**config.mk**
```make
export PLATFORM = sky130hd
export DESIGN_NAME = blms_ctrl
export DESIGN_NICKNAME = d
export VERILOG_FILES = /design/src/sv/blms_pkg.sv /design/src/sv/blms_ctrl.sv
export SDC_FILE = /design/constraint.sdc
export NUM_CORES = 1
export LEC_CHECK = 0
export ABC_AREA = 1
export BUFFER_PORTS_ARGS = -buffer_cell sky130_fd_sc_hd__buf_2
export CAP_MARGIN = 20
export CELL_PAD_IN_SITES_DETAIL_PLACEMENT = 1
export CELL_PAD_IN_SITES_GLOBAL_PLACEMENT = 2
export CORE_ASPECT_RATIO = 1.2
export CORE_UTILIZATION = 21
export CTS_BUF_LIST = sky130_fd_sc_hd__clkbuf_8 sky130_fd_sc_hd__clkbuf_16
export CTS_CLUSTER_SIZE = 25
export DETAILED_ROUTE_END_ITERATION = 16
export GPL_TIMING_DRIVEN = 0
export PLACE_DENSITY = 0.85
export RECOVER_POWER = 100
export SYNTH_ARGS = -nofsm -noshare
export SYNTH_HDL_FRONTEND = slang
export SYNTH_SLANG_ARGS = --single-unit
export TNS_END_PERCENT = 1
```
**constraint.sdc**
```tcl
create_clock -name clk -period 1.59 [get_ports clk]
set_input_delay 0.3975 -clock clk [delete_from_list [all_inputs] [get_ports clk]]
set_output_delay 0.3975 -clock clk [all_outputs]
set_load 0.05 [all_outputs]
```
**src/sv/blms_pkg.sv**
```systemverilog
package blms_pkg;

    localparam int CFG_W     = 9;
    localparam int CFG_IDX_W = 1;
    localparam int OUT_W     = 24;

    localparam logic [CFG_IDX_W-1:0] REG_MIN_LEN = 1'd0;
    localparam logic [CFG_IDX_W-1:0] REG_MAX_LEN = 1'd1;

    localparam logic [CFG_W-1:0] MIN_LEN_RESET = 9'd1;
    localparam logic [CFG_W-1:0] MAX_LEN_RESET = 9'd256;

    typedef enum logic [3:0] {
        ST_IDLE,
        ST_WRITE,
        ST_PC,
        ST_TAIL_RQ,
        ST_TAIL_Q,
        ST_TAIL_CMP,
        ST_PUSH,
        ST_HEAD_RQ,
        ST_HEAD_Q,
        ST_HEAD_V,
        ST_RESULT
    } state_t;

    typedef struct packed {
        logic accept;
        logic ring_wr;
        logic ring_rd_c;
        logic pc_cap;
        logic q_rd_last;
        logic ring_rd_q;
        logic tail_pop;
        logic push;
        logic q_rd_head;
        logic head_pop;
        logic best_upd;
        logic out_load;
    } cmd_t;

    typedef struct packed {
        logic ovf;
        logic push_en;
        logic q_empty;
        logic tail_ge;
        logic head_old;
        logic out_free;
    } status_t;

endpackage

```
**src/sv/blms_ctrl.sv**
```systemverilog
module blms_ctrl (
    input  logic              clk,
    input  logic              rst_n,
    input  logic              in_valid,
    output logic              in_ready,
    input  blms_pkg::status_t status,
    output blms_pkg::cmd_t    cmd
);

    blms_pkg::state_t state_reg;
    blms_pkg::state_t state_next;

    always_ff @(posedge clk or negedge rst_n)
    begin
        if (!rst_n)
        begin
            state_reg <= blms_pkg::ST_IDLE;
        end
        else
        begin
            state_reg <= state_next;
        end
    end

    always_comb
    begin
        state_next = state_reg;
        cmd        = '0;
        in_ready   = 1'b0;
        unique case (state_reg)
            blms_pkg::ST_IDLE:
            begin
                in_ready = 1'b1;
                if (in_valid)
                begin
                    cmd.accept = 1'b1;
                    state_next = status.ovf ? blms_pkg::ST_RESULT : blms_pkg::ST_WRITE;
                end
            end
            blms_pkg::ST_WRITE:
            begin
                cmd.ring_wr = 1'b1;
                if (status.push_en)
                begin
                    cmd.ring_rd_c = 1'b1;
                    state_next    = blms_pkg::ST_PC;
                end
                else
                begin
                    state_next = blms_pkg::ST_HEAD_RQ;
                end
            end
            blms_pkg::ST_PC:
            begin
                cmd.pc_cap = 1'b1;
                state_next = blms_pkg::ST_TAIL_RQ;
            end
            blms_pkg::ST_TAIL_RQ:
            begin
                if (status.q_empty)
                begin
                    state_next = blms_pkg::ST_PUSH;
                end
                else
                begin
                    cmd.q_rd_last = 1'b1;
                    state_next    = blms_pkg::ST_TAIL_Q;
                end
            end
            blms_pkg::ST_TAIL_Q:
            begin
                cmd.ring_rd_q = 1'b1;
                state_next    = blms_pkg::ST_TAIL_CMP;
            end
            blms_pkg::ST_TAIL_CMP:
            begin
                if (status.tail_ge)
                begin
                    cmd.tail_pop = 1'b1;
                    state_next   = blms_pkg::ST_TAIL_RQ;
                end
                else
                begin
                    state_next = blms_pkg::ST_PUSH;
                end
            end
            blms_pkg::ST_PUSH:
            begin
                cmd.push   = 1'b1;
                state_next = blms_pkg::ST_HEAD_RQ;
            end
            blms_pkg::ST_HEAD_RQ:
            begin
                if (status.q_empty)
                begin
                    state_next = blms_pkg::ST_RESULT;
                end
                else
                begin
                    cmd.q_rd_head = 1'b1;
                    state_next    = blms_pkg::ST_HEAD_Q;
                end
            end
            blms_pkg::ST_HEAD_Q:
            begin
                if (status.head_old)
                begin
                    cmd.head_pop = 1'b1;
                    state_next   = blms_pkg::ST_HEAD_RQ;
                end
                else
                begin
                    cmd.ring_rd_q = 1'b1;
                    state_next    = blms_pkg::ST_HEAD_V;
                end
            end
            blms_pkg::ST_HEAD_V:
            begin
                cmd.best_upd = 1'b1;
                state_next   = blms_pkg::ST_RESULT;
            end
            blms_pkg::ST_RESULT:
            begin
                if (status.out_free)
                begin
                    cmd.out_load = 1'b1;
                    state_next   = blms_pkg::ST_IDLE;
                end
            end
            default:
            begin
                state_next = blms_pkg::ST_IDLE;
            end
        endcase
    end

endmodule

```
## Word level (Yosys, flattened, before mapping)

Index checks and enable logic that the tools add are counted.

| storage, ports and cells | value |
|---|---|
| logic and storage cells | 43 |
| bits in registers | 4 |
| output and inout bits | 13 |

| operators by class | value |
|---|---|
| multiplexer cells | 28 |
| reductions and logical operators | 2 |
| equal/unequal tests | 12 |

Operators with widths:

| cell | number |
|---|---|
| $pmux W4 S11 | 1 |
| $mux W1 | 17 |
| $eq A4 B3 Y1 const B | 4 |
| $mux W4 | 4 |
| $eq A4 B4 Y1 const B | 3 |
| $eq A4 B2 Y1 const B | 2 |
| $mux W2 | 3 |
| $mux W3 | 2 |
| $eq A4 B1 Y1 const B | 1 |
| $logic_not A4 Y1 | 1 |
| $ne A2 B2 Y1 const B | 2 |
| $pmux W1 S2 | 1 |
| $reduce_and A2 Y1 | 1 |

## Logic depth before layout (Yosys ltp)

Gate-level depths: netlist (run 1).

| logic depth | value |
|---|---|
| depth in word-level cells | 3 |
| gate-level depth with buffers | 8 |
| mapped depth without buffers | 8 |

## Least setup slack after synthesis (run 1)

No wires, ideal clock.

| timing path | value |
|---|---|
| path type | reg2out |
| start point | register state_reg[0] |
| end point | output cmd[6] (netlist name) |
| setup slack | -0.681 ns |
| path buffers | 1 |
| data arrival time | 1.874 ns |
| stages on the path, launching flop included | 5 |
| path through | dfrtp_1 buf_6 nor2_2 nand2_2 o21ai_0 |

RTL lines:

| item | line | RTL |
|---|---|---|
| from (decl) | blms_ctrl.sv:10 | `blms_pkg::state_t state_reg;` |
| from (signal assigned) | blms_ctrl.sv:17 | `state_reg <= blms_pkg::ST_IDLE;` |
| from (signal assigned) | blms_ctrl.sv:21 | `state_reg <= state_next;` |
| to (decl) | blms_ctrl.sv:7 | `output blms_pkg::cmd_t cmd` |

==> results of run 1 <==
[power groups by stage]
stage	logic (uW)	registers, uW	clock network, uW
2_1_floorplan	869	213	0
3_3_place_gp	1070	227	0
3_5_place_dp	1080	229	0
4_1_cts	1310	238	209
5_1_grt	1450	243	226
6_report	1330	238	207
[area by class of cell]
class                           count  area share (%)
Timing Repair Buffer               26            27.1
Tap cell                           30            4.52
Inverter                           14            6.94
Sequential cell                     4            12.5
Buffer                              1            1.36
Clock buffer                        3            4.98
Multi-Input combinational cell     55            42.5
[Yosys cell counts (2+ instances only)]
master	n	area share, %
sky130_fd_sc_hd__dfrtp_1	4	21
sky130_fd_sc_hd__nand3b_1	2	3.2
sky130_fd_sc_hd__inv_1	11	8.8
sky130_fd_sc_hd__nand2_1	15	12
sky130_fd_sc_hd__nand3_2	2	4.3
sky130_fd_sc_hd__nor3_1	3	3.2
sky130_fd_sc_hd__nor2_1	8	6.4
sky130_fd_sc_hd__nand3_1	9	9.6
sky130_fd_sc_hd__nor2_4	3	7.2
sky130_fd_sc_hd__inv_2	3	2.4
sky130_fd_sc_hd__nand2_2	3	4.0
sky130_fd_sc_hd__nor2_2	3	4.0
[logic make-up after synthesis]
logic type	share of synthesized area (%)
simple gates	59.7
buf+inv	13.6
flops	21.3
compound gates	5.33
[per-stage QoR]
stage	cells	instance area [um^2]	utilization, %	total power, uW	hold WS [ns]
2_1_floorplan	74	499	-	1080	0.102
3_3_place_gp	125	642	31.0	1290	0.201
3_5_place_dp	125	642	31.0	1310	0.203
4_1_cts	133	825	39.8	1760	0.507
5_1_grt	133	830	40.0	1910	0.535
6_report	133	830	40.0	1780	0.504
[placed cells by master, fill, tap and decap left out]
cell type,instances
sky130_fd_sc_hd__nand3_1,9
sky130_fd_sc_hd__inv_4,2
sky130_fd_sc_hd__clkbuf_1,1
sky130_fd_sc_hd__clkbuf_8,3
sky130_fd_sc_hd__dlygate4sd3_1,1
sky130_fd_sc_hd__nand3b_1,2
sky130_fd_sc_hd__nor2_2,7
sky130_fd_sc_hd__dfrtp_2,3
sky130_fd_sc_hd__buf_8,1
sky130_fd_sc_hd__nand4_1,1
sky130_fd_sc_hd__o21ai_2,1
sky130_fd_sc_hd__buf_2,7
sky130_fd_sc_hd__o21a_1,1
sky130_fd_sc_hd__buf_6,12
sky130_fd_sc_hd__o21bai_1,1
sky130_fd_sc_hd__nand2_4,1
sky130_fd_sc_hd__nand3_2,2
sky130_fd_sc_hd__nor2_4,4
sky130_fd_sc_hd__inv_2,2
sky130_fd_sc_hd__nand2_1,13
sky130_fd_sc_hd__nand2_2,5
sky130_fd_sc_hd__inv_1,10
sky130_fd_sc_hd__dfrtp_1,1
sky130_fd_sc_hd__nor3_2,3
sky130_fd_sc_hd__nor2_1,3
sky130_fd_sc_hd__nor3_4,1
sky130_fd_sc_hd__buf_4,5
sky130_fd_sc_hd__a21oi_1,1
[per-layer routing]
metal	up-vias	share of wire (%)	global-route usage [%]
met5	-	0	0
met4	0	0	3.03
met3	0	4.0	2.01
met2	15	58	29.5
met1	294	38	18.5
li1	293	-	-
[repair_timing]
action,CTS,global route
hold buffers,1,0
hold endpoints to repair,4,0
pin swaps,2,2
gates resized for setup,35,3
setup buffers,4,0
endpoints found under the setup margin,13,13
[worst reg2reg max path, stage by stage, from the launching register on]
cell and delay [ns]:
sky130_fd_sc_hd__dfrtp_1 0.36, sky130_fd_sc_hd__buf_6 0.14, sky130_fd_sc_hd__nor2_4 0.15, sky130_fd_sc_hd__buf_4 0.15, sky130_fd_sc_hd__nand3_1 0.08, sky130_fd_sc_hd__nand2_2 0.10, sky130_fd_sc_hd__o21bai_1 0.11, sky130_fd_sc_hd__nand2_1 0.07
[path summary, 6_finish.rpt]
check | from | slack [ns] | cells past startpoint | endpoint
max | state_reg[3]$_DFFE_PN0P_ | -0.10 | 6 | cmd[5]
min | status[2] | 0.50 | 4 | state_reg[2]$_DFFE_PN0P_
max reg2reg | state_reg[0]$_DFFE_PN0P_ | 0.31 | 7 | state_reg[1]$_DFFE_PN0P_
min reg2reg | state_reg[0]$_DFFE_PN0P_ | 0.73 | 4 | state_reg[1]$_DFFE_PN0P_
max in group asynchronous | rst_n | 0.82 | 2 | state_reg[1]$_DFFE_PN0P_
min in group asynchronous | rst_n | 0.57 | 2 | state_reg[2]$_DFFE_PN0P_
==> summary.md, run 1 <==
The flow ran to the end, but the final reports show violations. The final reports fail on negative setup slack. The family of cells with the greatest summed delay on the critical path was flip-flops.

In this run, flip-flops and latches consume 13.4% of the power. Data arrives at the worst endpoint at 1.30 ns. The number of flip-flops and latches in the synthesized netlist was 4. The final layout contains 114 nets. The number of different library cells in the post-synthesis netlist was 20. The post-layout minimum cycle time is 1.69 ns, and the first-pass GRT wire length is 2.75 mm. STA classifies the critical path startpoint as a flip-flop. Derived from the worst setup path, the maximum achievable clock frequency is 590 MHz. For the synthesized cell area, the log shows 469 um^2. TritonCTS built the clock tree. The run gives 11.6% as the power share of the clock group. Dividing the final minimum period by the clock period gives 107%. The number of DRC violations after detailed routing was 0. Net switching is 55.7% of the power. The cell repeated most along the worst path was sky130_fd_sc_hd__nand2_1. Clock tree synthesis found a total of 4 sinks.

The number of H-tree branching levels was 1. In this run, synthesis inferred 0 flip-flops with an integrated enable. Counting along the longest clock path gives a buffer depth of 2. The detailed placement HPWL is 1.15 mm. The run gives 22 as the I/O pin total. The run gives 9 as the maximum number of pins on one net before global-route repair. The layout has 281 filler cells.

The run gives 0 as the number of pins exceeding their max-slew limit in the final report. Number of global-route vias before repair: 628. Using the TritonRoute via totals, the vias-per-cell ratio works out to 4.53. The sequential cell area was 104 um^2. Summed over all layers, the global routing overflow is 0.

For this run, the number of Yosys warnings is 0. Between clock sinks in the finished design, the worst skew comes to 0.00142 ns. The combinational share of power is 75.0%, and the first-pass iteration count of the detailed router is 2. The register with the most flip-flops in the layout has 4 of them. For the pin with the worst max-slew slack, the measured transition is 0.248 ns. For this design, the slowest cell found on the critical path is sky130_fd_sc_hd__dfrtp_2. The number of clock buffers added by TritonCTS is 3. The floorplan step defined a die boundary enclosing 0.00243 mm^2. From synthesis to final layout, the design area changed by 76.8%. In the final layout, the multi-input gates occupy 353 um^2. During placement, the flow inserted port buffers numbering 21. In this run the worst path has a maximum fanout of 6. At the placement stage, the worst setup path has a slack of -0.0855 ns. The worst path buffer plus inverter count is 3.

The tools report the antenna diode count as 0. The most frequently used flop master after synthesis was sky130_fd_sc_hd__dfrtp_1. Summed over all nets, the switching power comes to 991 uW. The tools report the clock latency on the worst-skew pair as 0.21 ns. At the end of routability-driven placement, the weighted congestion stood at 0.817.

The area of the placeable core was 0.00207 mm^2. The signal on the critical path passes through inv_4 -> nand2_1 -> nor2_2 -> nand2_1 -> inv_1 -> buf_6. The part of the Yosys area used for sequential elements was 21.3%. The critical path in this run is classified as reg -> out.

Counting flops with an async set or reset pin after synthesis yields a share of 100%. The chip width works out to 45.2 um. The combined global-route utilization of all metal layers is 15.6%. Once detail routing completed, the nets flagged for antenna violations numbered 0. In this run the worst hold path is classified as in -> reg.

For this design the ratio of total power to cell area is 2140 mW/mm^2. The logs give 0 for the final number of hold-violating endpoints and 83 for the number of nets in the synthesized netlist. The CTS clock-pin slew for the worst setup and hold paths came out at 0.03 ns.

In this run the vertical extent of the chip is 53.8 um. The initialized floorplan defines 18 standard-cell rows. Synthesis produced a netlist whose cell count is 74.

Leakage component of the power: 0.000421 uW. Setup repair after global routing could not meet its margin everywhere. STA classifies the critical path endpoint as an output pin.

The run gives 4 as the number of violations reported at the end of detailed-routing iteration 0. CTS placed an instance of sky130_fd_sc_hd__clkbuf_8 at the clock tree root. The final critical-path setup slack was -0.104 ns. The tools report the worst endpoint required time as 1.19 ns. The average instance in the mapped netlist occupies 6.34 um^2.

The max-cap check violation count is 0, and the layout cell share with drive strength beyond 1 is 57.3%. The tools report the total wirelength of the detailed-routed design as 1.61 mm. On the worst path, the slowest cell contributes a delay of 0.45 ns. The routed layout has 602 vias. In this run the tightest slew margin relative to its limit is 83.4%. Cell internal power was estimated by the tool at 787 uW.

The run gives 0 as the initial antenna violation count. Setup violations remaining at the end of the flow were counted as 13. In the final routed layout, each cell accounts on average for 12.1 um. The initial standard-cell utilization of the core came out at 22.6%. Summed over all failing endpoints, the final setup total negative slack is -0.779 ns.

Maximum ir drop on the vdd rail: 0.000831 V.
Note: power is estimated with default switching activity, not from simulation.
==> run 2: changes to the inputs <==
--- a/config.mk
+++ b/config.mk
@@ -11,12 +11,12 @@
 export CELL_PAD_IN_SITES_DETAIL_PLACEMENT = 1
 export CELL_PAD_IN_SITES_GLOBAL_PLACEMENT = 2
 export CORE_ASPECT_RATIO = 1.2
-export CORE_UTILIZATION = 21
+export CORE_UTILIZATION = 19
 export CTS_BUF_LIST = sky130_fd_sc_hd__clkbuf_8 sky130_fd_sc_hd__clkbuf_16
 export CTS_CLUSTER_SIZE = 25
 export DETAILED_ROUTE_END_ITERATION = 16
 export GPL_TIMING_DRIVEN = 0
-export PLACE_DENSITY = 0.85
+export PLACE_DENSITY = 0.82
 export RECOVER_POWER = 100
 export SYNTH_ARGS = -nofsm -noshare
 export SYNTH_HDL_FRONTEND = slang
==> constraint.sdc (replaced) <==
create_clock -name clk -period 1.5 [get_ports clk]
set_input_delay 0.375 -clock clk [delete_from_list [all_inputs] [get_ports clk]]
set_output_delay 0.375 -clock clk [all_outputs]
set_load 0.05 [all_outputs]
==> summary.md, run 2 (synthesis results as in run 1) <==
The endpoint of the worst hold-timing path was state_reg[2]$_DFFE_PN0P_. The number of global-route vias before repair was 607. TritonCTS built the clock tree.

For this run, the top clock speed supported by timing is 604 MHz. The area of the placeable core is 0.00231 mm^2, and the measured slew at the worst slew-check pin is 0.228 ns. For the number of DRC violations after detailed routing, the log shows 0.

The final clock period utilization by the worst path came out at 110%. In this run the worst path has a maximum fanout of 6. For this configuration, the core starts out at a cell density of 20.3%. The flow ran to the end, but the final reports show violations. Most common library cell in the layout ignoring fill and taps: sky130_fd_sc_hd__nand2_1. Setup repair after global routing could not meet its margin everywhere. For the number of placement rows, the log shows 19. In this design, the stage delay of the slowest critical-path cell is 0.42 ns.

Initial antenna violation count: 0. For this run, the detailed router's first-pass iteration total came to 3. The library cell contributing the largest single delay on the critical path is sky130_fd_sc_hd__dfrtp_2.

The library cell used as clock root buffer was sky130_fd_sc_hd__clkbuf_8. For this run the aggregate overflow at the end of global routing stands at 0. For the count of placed standard cells in the final layout, fillers left out, the log shows 138. Clock skew on the completed layout was measured at 0.000759 ns. The worst pin sits at a relative slew slack of 84.8%. The depth of the worst register-to-register path is 9.

The clock passes through at most 2 buffers. The depth of the worst hold-timing path is 4. Across the run, the number of max-cap violations was 0. The post-layout minimum cycle time was 1.65 ns; the CTS clock-pin slew for the worst setup and hold paths was 0.03 ns. The die is 47.4 um wide.

The setup path with the least slack is of type reg -> out. The data arrival time of the critical path was 1.28 ns. The maximum ir drop on the vdd rail is 0.000669 V, and the total CTS buffers is 3.

The worst setup path is launched from a flip-flop. At the worst endpoint, the required time is 1.12 ns. Buffers placed on the I/O ports in this run total 21.

The y dimension of the die was 56.4 um; the first-pass GRT wire length was 2.57 mm. The checks that failed: negative setup slack. Wires add up to 1.56 mm. The flop-to-flop setup slack came out at 0.07 ns.

Setup violations remaining at the end of the flow were counted as 13. The clock drives 4 sinks. The register with the most flip-flops in the layout has 4 of them. The floorplan step defined a die boundary enclosing 0.00267 mm^2. For this run, the post-layout net count is 118.

For the worst-skew pair, the clock arrives at the later sink with an insertion delay of 0.21 ns. For the placed cell count, the log shows 126. The tools report the final critical-path setup slack as -0.154 ns. Entering global routing, the biggest net connects 7 pins. In this run the critical register-to-register path is captured at state_reg[1]$_DFFE_PN0P_. For the final number of hold-violating endpoints, the log shows 0. For this design the top-level I/O count stands at 22. In the layout the commonest cells are 13 x sky130_fd_sc_hd__nand2_1, 12 x sky130_fd_sc_hd__buf_6, 8 x sky130_fd_sc_hd__inv_1, 8 x sky130_fd_sc_hd__buf_4. The signal on the critical path passes through inv_4 -> nor2_4 -> nand2_2 -> o21ai_2 -> buf_6. The per-cell via count in the routed design was 4.17. The tools report the start point of the worst hold path as status[2]. 0 antenna diodes ended up in the layout.

Summed over all cells, the static leakage comes to 0.000457 uW. Once detailed placement completed, the half-perimeter wirelength came to 1.15 mm. The worst setup path is captured at an output pin. Power density over the cells: 2250 mW/mm^2. The min-delay analysis places its worst path in the category in -> reg. The tools report the number of pins exceeding their max-slew limit in the final report as 0. In the final routed layout, each cell accounts on average for 11.3 um. The layout overhead on the synthesized area was 93.9%; the layout cell share with drive strength beyond 1 was 62.6%. For this run, the total global-route usage over all layers was measured as 13.3%. The cell family contributing the most delay on the critical path is flip-flops. Adding up every negative setup slack in the final design gives -1.41 ns. The routed layout has 575 vias. Routability-driven placement finished with a final weighted congestion of 0.767.

The worst register-to-register path begins at state_reg[0]$_DFFE_PN0P_. In this run, the number of DRC markers left after iteration 0 of detailed routing was 4. The number of H-tree branching levels is 1. The number of nets with antenna violations after routing was 0; the worst path buffer plus inverter count was 2.
[run 2: metal layers]
| metal | part of all wire (%) | global-route usage [%] | vias up |
|---|---|---|---|
| li1 | - | - | 300 |
| met1 | 42 | 16.8 | 263 |
| met2 | 55 | 22.3 | 10 |
| met3 | 2.0 | 0.965 | 2 |
| met4 | 1.2 | 4.90 | 0 |
| met5 | 0 | 0 | - |
[run 2: layout make-up]
cell class	instances	area (um^2)
timing repair buffer	30	263
sequential	4	104
fill	296	1400
tap	31	38.8
inverter	14	60.1
buffer	1	11.3
multi-input combinational	55	392
clock buffer	3	41.3
[run 2: how the worst max path moves through the flow]
stage / slack [ns] / startpoint / depth (start not counted) / to
finish: -0.15 / state_reg[3]$_DFFE_PN0P_ / 5 / cmd[6]
detailed placement: -0.23 / state_reg[1]$_DFFE_PN0P_ / 6 / cmd[5]
global route: -0.23 / state_reg[1]$_DFFE_PN0P_ / 6 / cmd[5]
CTS: -0.17 / state_reg[2]$_DFFE_PN0P_ / 4 / cmd[6]
global placement: -0.22 / state_reg[1]$_DFFE_PN0P_ / 6 / cmd[5]
floorplan: -0.11 / state_reg[0]$_DFFE_PN0P_ / 4 / cmd[6]
[run 2: tightest hold or removal path: stages]
cell	delay (ns)
sky130_fd_sc_hd__buf_2	0.10
sky130_fd_sc_hd__inv_1	0.04
sky130_fd_sc_hd__a21oi_1	0.05
sky130_fd_sc_hd__nand3_1	0.07
[run 2: report_power, final]
part	switching (uW)	leakage, uW	total (uW)	internal (uW)
combinational	975	0.000389	1560	590
clock	52.9	0.0000216	224	171
sequential	92.0	0.0000463	260	168
total	1120	0.000457	2050	929
[run 2: what timing repair did]
| action | in CTS | in global routing |
|---|---|---|
| buffers inserted | 4 | 4 |
| hold buffers | 1 | 0 |
| pin swaps | 5 | 5 |
| endpoints found under the hold margin | 4 | 0 |
| setup endpoints to repair | 13 | 13 |
| resized for setup | 37 | 9 |
[run 2: through the flow]
stage          power [uW]  setup WS [ns]  hold slack, ns  util, %  instance area, um^2
2_1_floorplan        1190         -0.112          0.0794        -                  520
3_3_place_gp         1410         -0.223           0.180     28.8                  664
3_5_place_dp         1430         -0.232           0.182     28.8                  664
4_1_cts              1930         -0.168           0.473     37.2                  857
5_1_grt              2210         -0.229           0.496     39.4                  910
6_report             2050         -0.154           0.474     39.4                  910
==> run 3: changes to the inputs <==
--- a/config.mk
+++ b/config.mk
@@ -11,12 +11,12 @@
 export CELL_PAD_IN_SITES_DETAIL_PLACEMENT = 1
 export CELL_PAD_IN_SITES_GLOBAL_PLACEMENT = 2
 export CORE_ASPECT_RATIO = 1.2
-export CORE_UTILIZATION = 19
-export CTS_BUF_LIST = sky130_fd_sc_hd__clkbuf_8 sky130_fd_sc_hd__clkbuf_16
+export CORE_UTILIZATION = 20
+export CTS_BUF_LIST = sky130_fd_sc_hd__clkbuf_2 sky130_fd_sc_hd__clkbuf_4 sky130_fd_sc_hd__clkbuf_8
 export CTS_CLUSTER_SIZE = 25
 export DETAILED_ROUTE_END_ITERATION = 16
 export GPL_TIMING_DRIVEN = 0
-export PLACE_DENSITY = 0.82
+export PLACE_DENSITY = 0.85
 export RECOVER_POWER = 100
 export SYNTH_ARGS = -nofsm -noshare
 export SYNTH_HDL_FRONTEND = slang
==> summary.md, run 3 (synthesis results as in run 1) <==
Together, buffers and inverters on the worst path number 3. In this run the core area contains 18 standard-cell rows. The endpoint class of the critical path was an output pin.

The analysis attributes to cell leakage a power of 0.000436 uW. Layout overhead on the synthesized area: 86.4%. The worst path needs 1.68 ns of the cycle, external delays included. For the final number of hold-violating endpoints, the log shows 0. In this run the tightest slew margin relative to its limit is 86.9%. For the number of violations reported at the end of detailed-routing iteration 0, the log shows 1. In the routed design, unresolved DRC markers number 0.

The final critical-path setup slack is -0.176 ns. Setup repair after global routing could not meet its margin everywhere. The deepest clock path buffer count was 2; the worst stage delay on the critical path was 0.36 ns. Setup violations remaining at the end of the flow were counted as 13. The congestion estimate from routability-driven global placement came to 0.851.

The I/O pin total was 22. Along the worst path, the maximum fanout reaches 8. The worst path uses 112% of the clock period. The end point of the critical path is cmd[11]. The initial utilization of the core area, before any placement, comes to 21.9%. Grouping stages by cell kind, the critical path spends the most delay in buffers and inverters. The worst setup path is launched from a flip-flop.

The total wirelength of the detailed-routed design is 1.57 mm, and the number of cells on the critical path is 5. The depth of the worst register-to-register path works out to 8. The layout cell share with drive strength beyond 1 is 61.9%. For the clock sink count, the log shows 4. The end of the worst register-to-register path was state_reg[1]$_DFFE_PN0P_.

The flow ran to the end, but the final reports show violations. Number of flip-flops under the largest register name: 4. The first-pass GRT wire length is 2.57 mm. The final reports fail on negative setup slack. The run gives 0 as the number of nets with antenna violations after routing. The flop-to-flop setup slack was 0.07 ns; the count of input and output buffers was 21.

At the pin with the least slew margin, the transition time is 0.196 ns. The chip width works out to 46.2 um. Number of pins exceeding their max-slew limit in the final report: 0.

The full die area is 0.00254 mm^2. Hold is met by 0.446 ns. The tools report the maximum ir drop on the vdd rail as 0.000694 V. Placed cell count: 125.

Traced cell by cell, the critical path runs through buf_6 -> nor2_4 -> inv_2 -> nor3_4 -> buf_6. Peak clock frequency supported by timing: 597 MHz. After detailed routing, the average wire length per cell comes to 11.6 um. Tracing the worst setup path back leads to its startpoint at state_reg[0]$_DFFE_PN0P_. The number of H-tree branching levels is 1, and the area of the placeable core is 0.00214 mm^2. The library cells used most frequently in the layout, excluding fill and tap cells, are 13 x sky130_fd_sc_hd__buf_6, 11 x sky130_fd_sc_hd__nand2_1, 9 x sky130_fd_sc_hd__inv_1.

TritonCTS built the clock tree. The slowest stage of the critical path is the sky130_fd_sc_hd__dfrtp_1 cell. By instance count, the cell type seen most on the critical path is sky130_fd_sc_hd__buf_6. The class of the most critical setup path was reg -> out.

The total via count after detailed routing came out at 577. In the final design database the tool counted 116 nets. TritonCTS created 3 clock buffers. The antenna diode count is 0, and the detailed placement HPWL is 1.20 mm.

The finished cells cover 875 um^2. The run gives 663 um^2 as the cell area after placement. The y dimension of the die works out to 55.1 um.

Entering global routing, the biggest net connects 9 pins. The worst hold path belongs to the class in -> reg. Leaving out filler cells and counting taps, the final layout contains 135.

The clock reaches the later pin of the worst-skew pair after 0.24 ns. Max-cap violations in this run came to 0. CTS placed an instance of sky130_fd_sc_hd__clkbuf_4 at the clock tree root. Clock-pin slew was measured on the worst setup and hold paths at 0.04 ns. The initial antenna violation count is 0, and the first-pass iteration count of the detailed router is 2. The per-cell via count in the routed design came out at 4.27. The startpoint of the most critical register-to-register path is state_reg[0]$_DFFE_PN0P_. Across every metal layer, demand over resource in global routing totals 14.2%. The total grt overflow was 0; the worst endpoint required time was 1.12 ns.

The run gives 0.00221 ns as the worst setup skew after layout. Leaving out fill and tap cells, the most frequent cell in the layout is sky130_fd_sc_hd__buf_6. The number of global-route vias before repair is 596.

STA puts the critical path data arrival time at 1.30 ns. The power density over the cells was 2210 mW/mm^2.
-- run 3: worst min path at each step --
stage,from,end,slack (ns),cells past startpoint
floorplan,rst_n,state_reg[0]$_DFFE_PN0P_,0.08,0
global placement,rst_n,state_reg[0]$_DFFE_PN0P_,0.18,1
detailed placement,rst_n,state_reg[3]$_DFFE_PN0P_,0.18,1
CTS,status[2],state_reg[2]$_DFFE_PN0P_,0.46,4
global route,status[0],state_reg[1]$_DFFE_PN0P_,0.48,4
finish,status[2],state_reg[2]$_DFFE_PN0P_,0.45,4
-- run 3: cell type report --
cell class / instances / area (um^2)
plain buffers: 1 / 11.3
clock buffers: 3 / 22.5
fillers: 272 / 1260
inverters: 14 / 62.6
multi-input cells: 55 / 400
flip-flops and latches: 4 / 104
well taps: 30 / 37.5
repair buffers: 28 / 236
-- run 3: stage by stage --
step | util [%] | setup TNS [ns] | setup WS (ns) | power, uW
2_1_floorplan | - | -0.740 | -0.112 | 1190
3_3_place_gp | 31.0 | -1.36 | -0.251 | 1420
3_5_place_dp | 31.0 | -1.42 | -0.231 | 1430
4_1_cts | 39.6 | -1.92 | -0.191 | 1850
5_1_grt | 40.9 | -2.69 | -0.251 | 2080
6_report | 40.9 | -1.79 | -0.176 | 1940
-- run 3: worst min-delay path, delay by kind of cell --
family,cells,cell delay [ns]
AND/OR/NAND/NOR,1,0.07
AO/OA/AOI/OAI,1,0.05
buffers and inverters,2,0.14
-- run 3: report_power, final --
part	internal (uW)	total [uW]	switching, uW
clock network	89.4	132	42.7
registers	168	268	100
logic	549	1540	987
total	806	1940	1130
-- run 3: what timing repair did --
action,CTS,global route
pin swaps,3,4
buffers inserted,4,2
setup endpoints to repair,13,13
resized for setup,41,4
hold endpoints to repair,4,0
hold buffers,1,0
-- run 3: metal layers --
metal	share of wire [%]	GRT usage, %	wire length [um]
met5	0	0	0
met4	0.83	2.94	13
met3	2.0	0.974	31
met2	57	27.0	897
met1	40	17.2	625
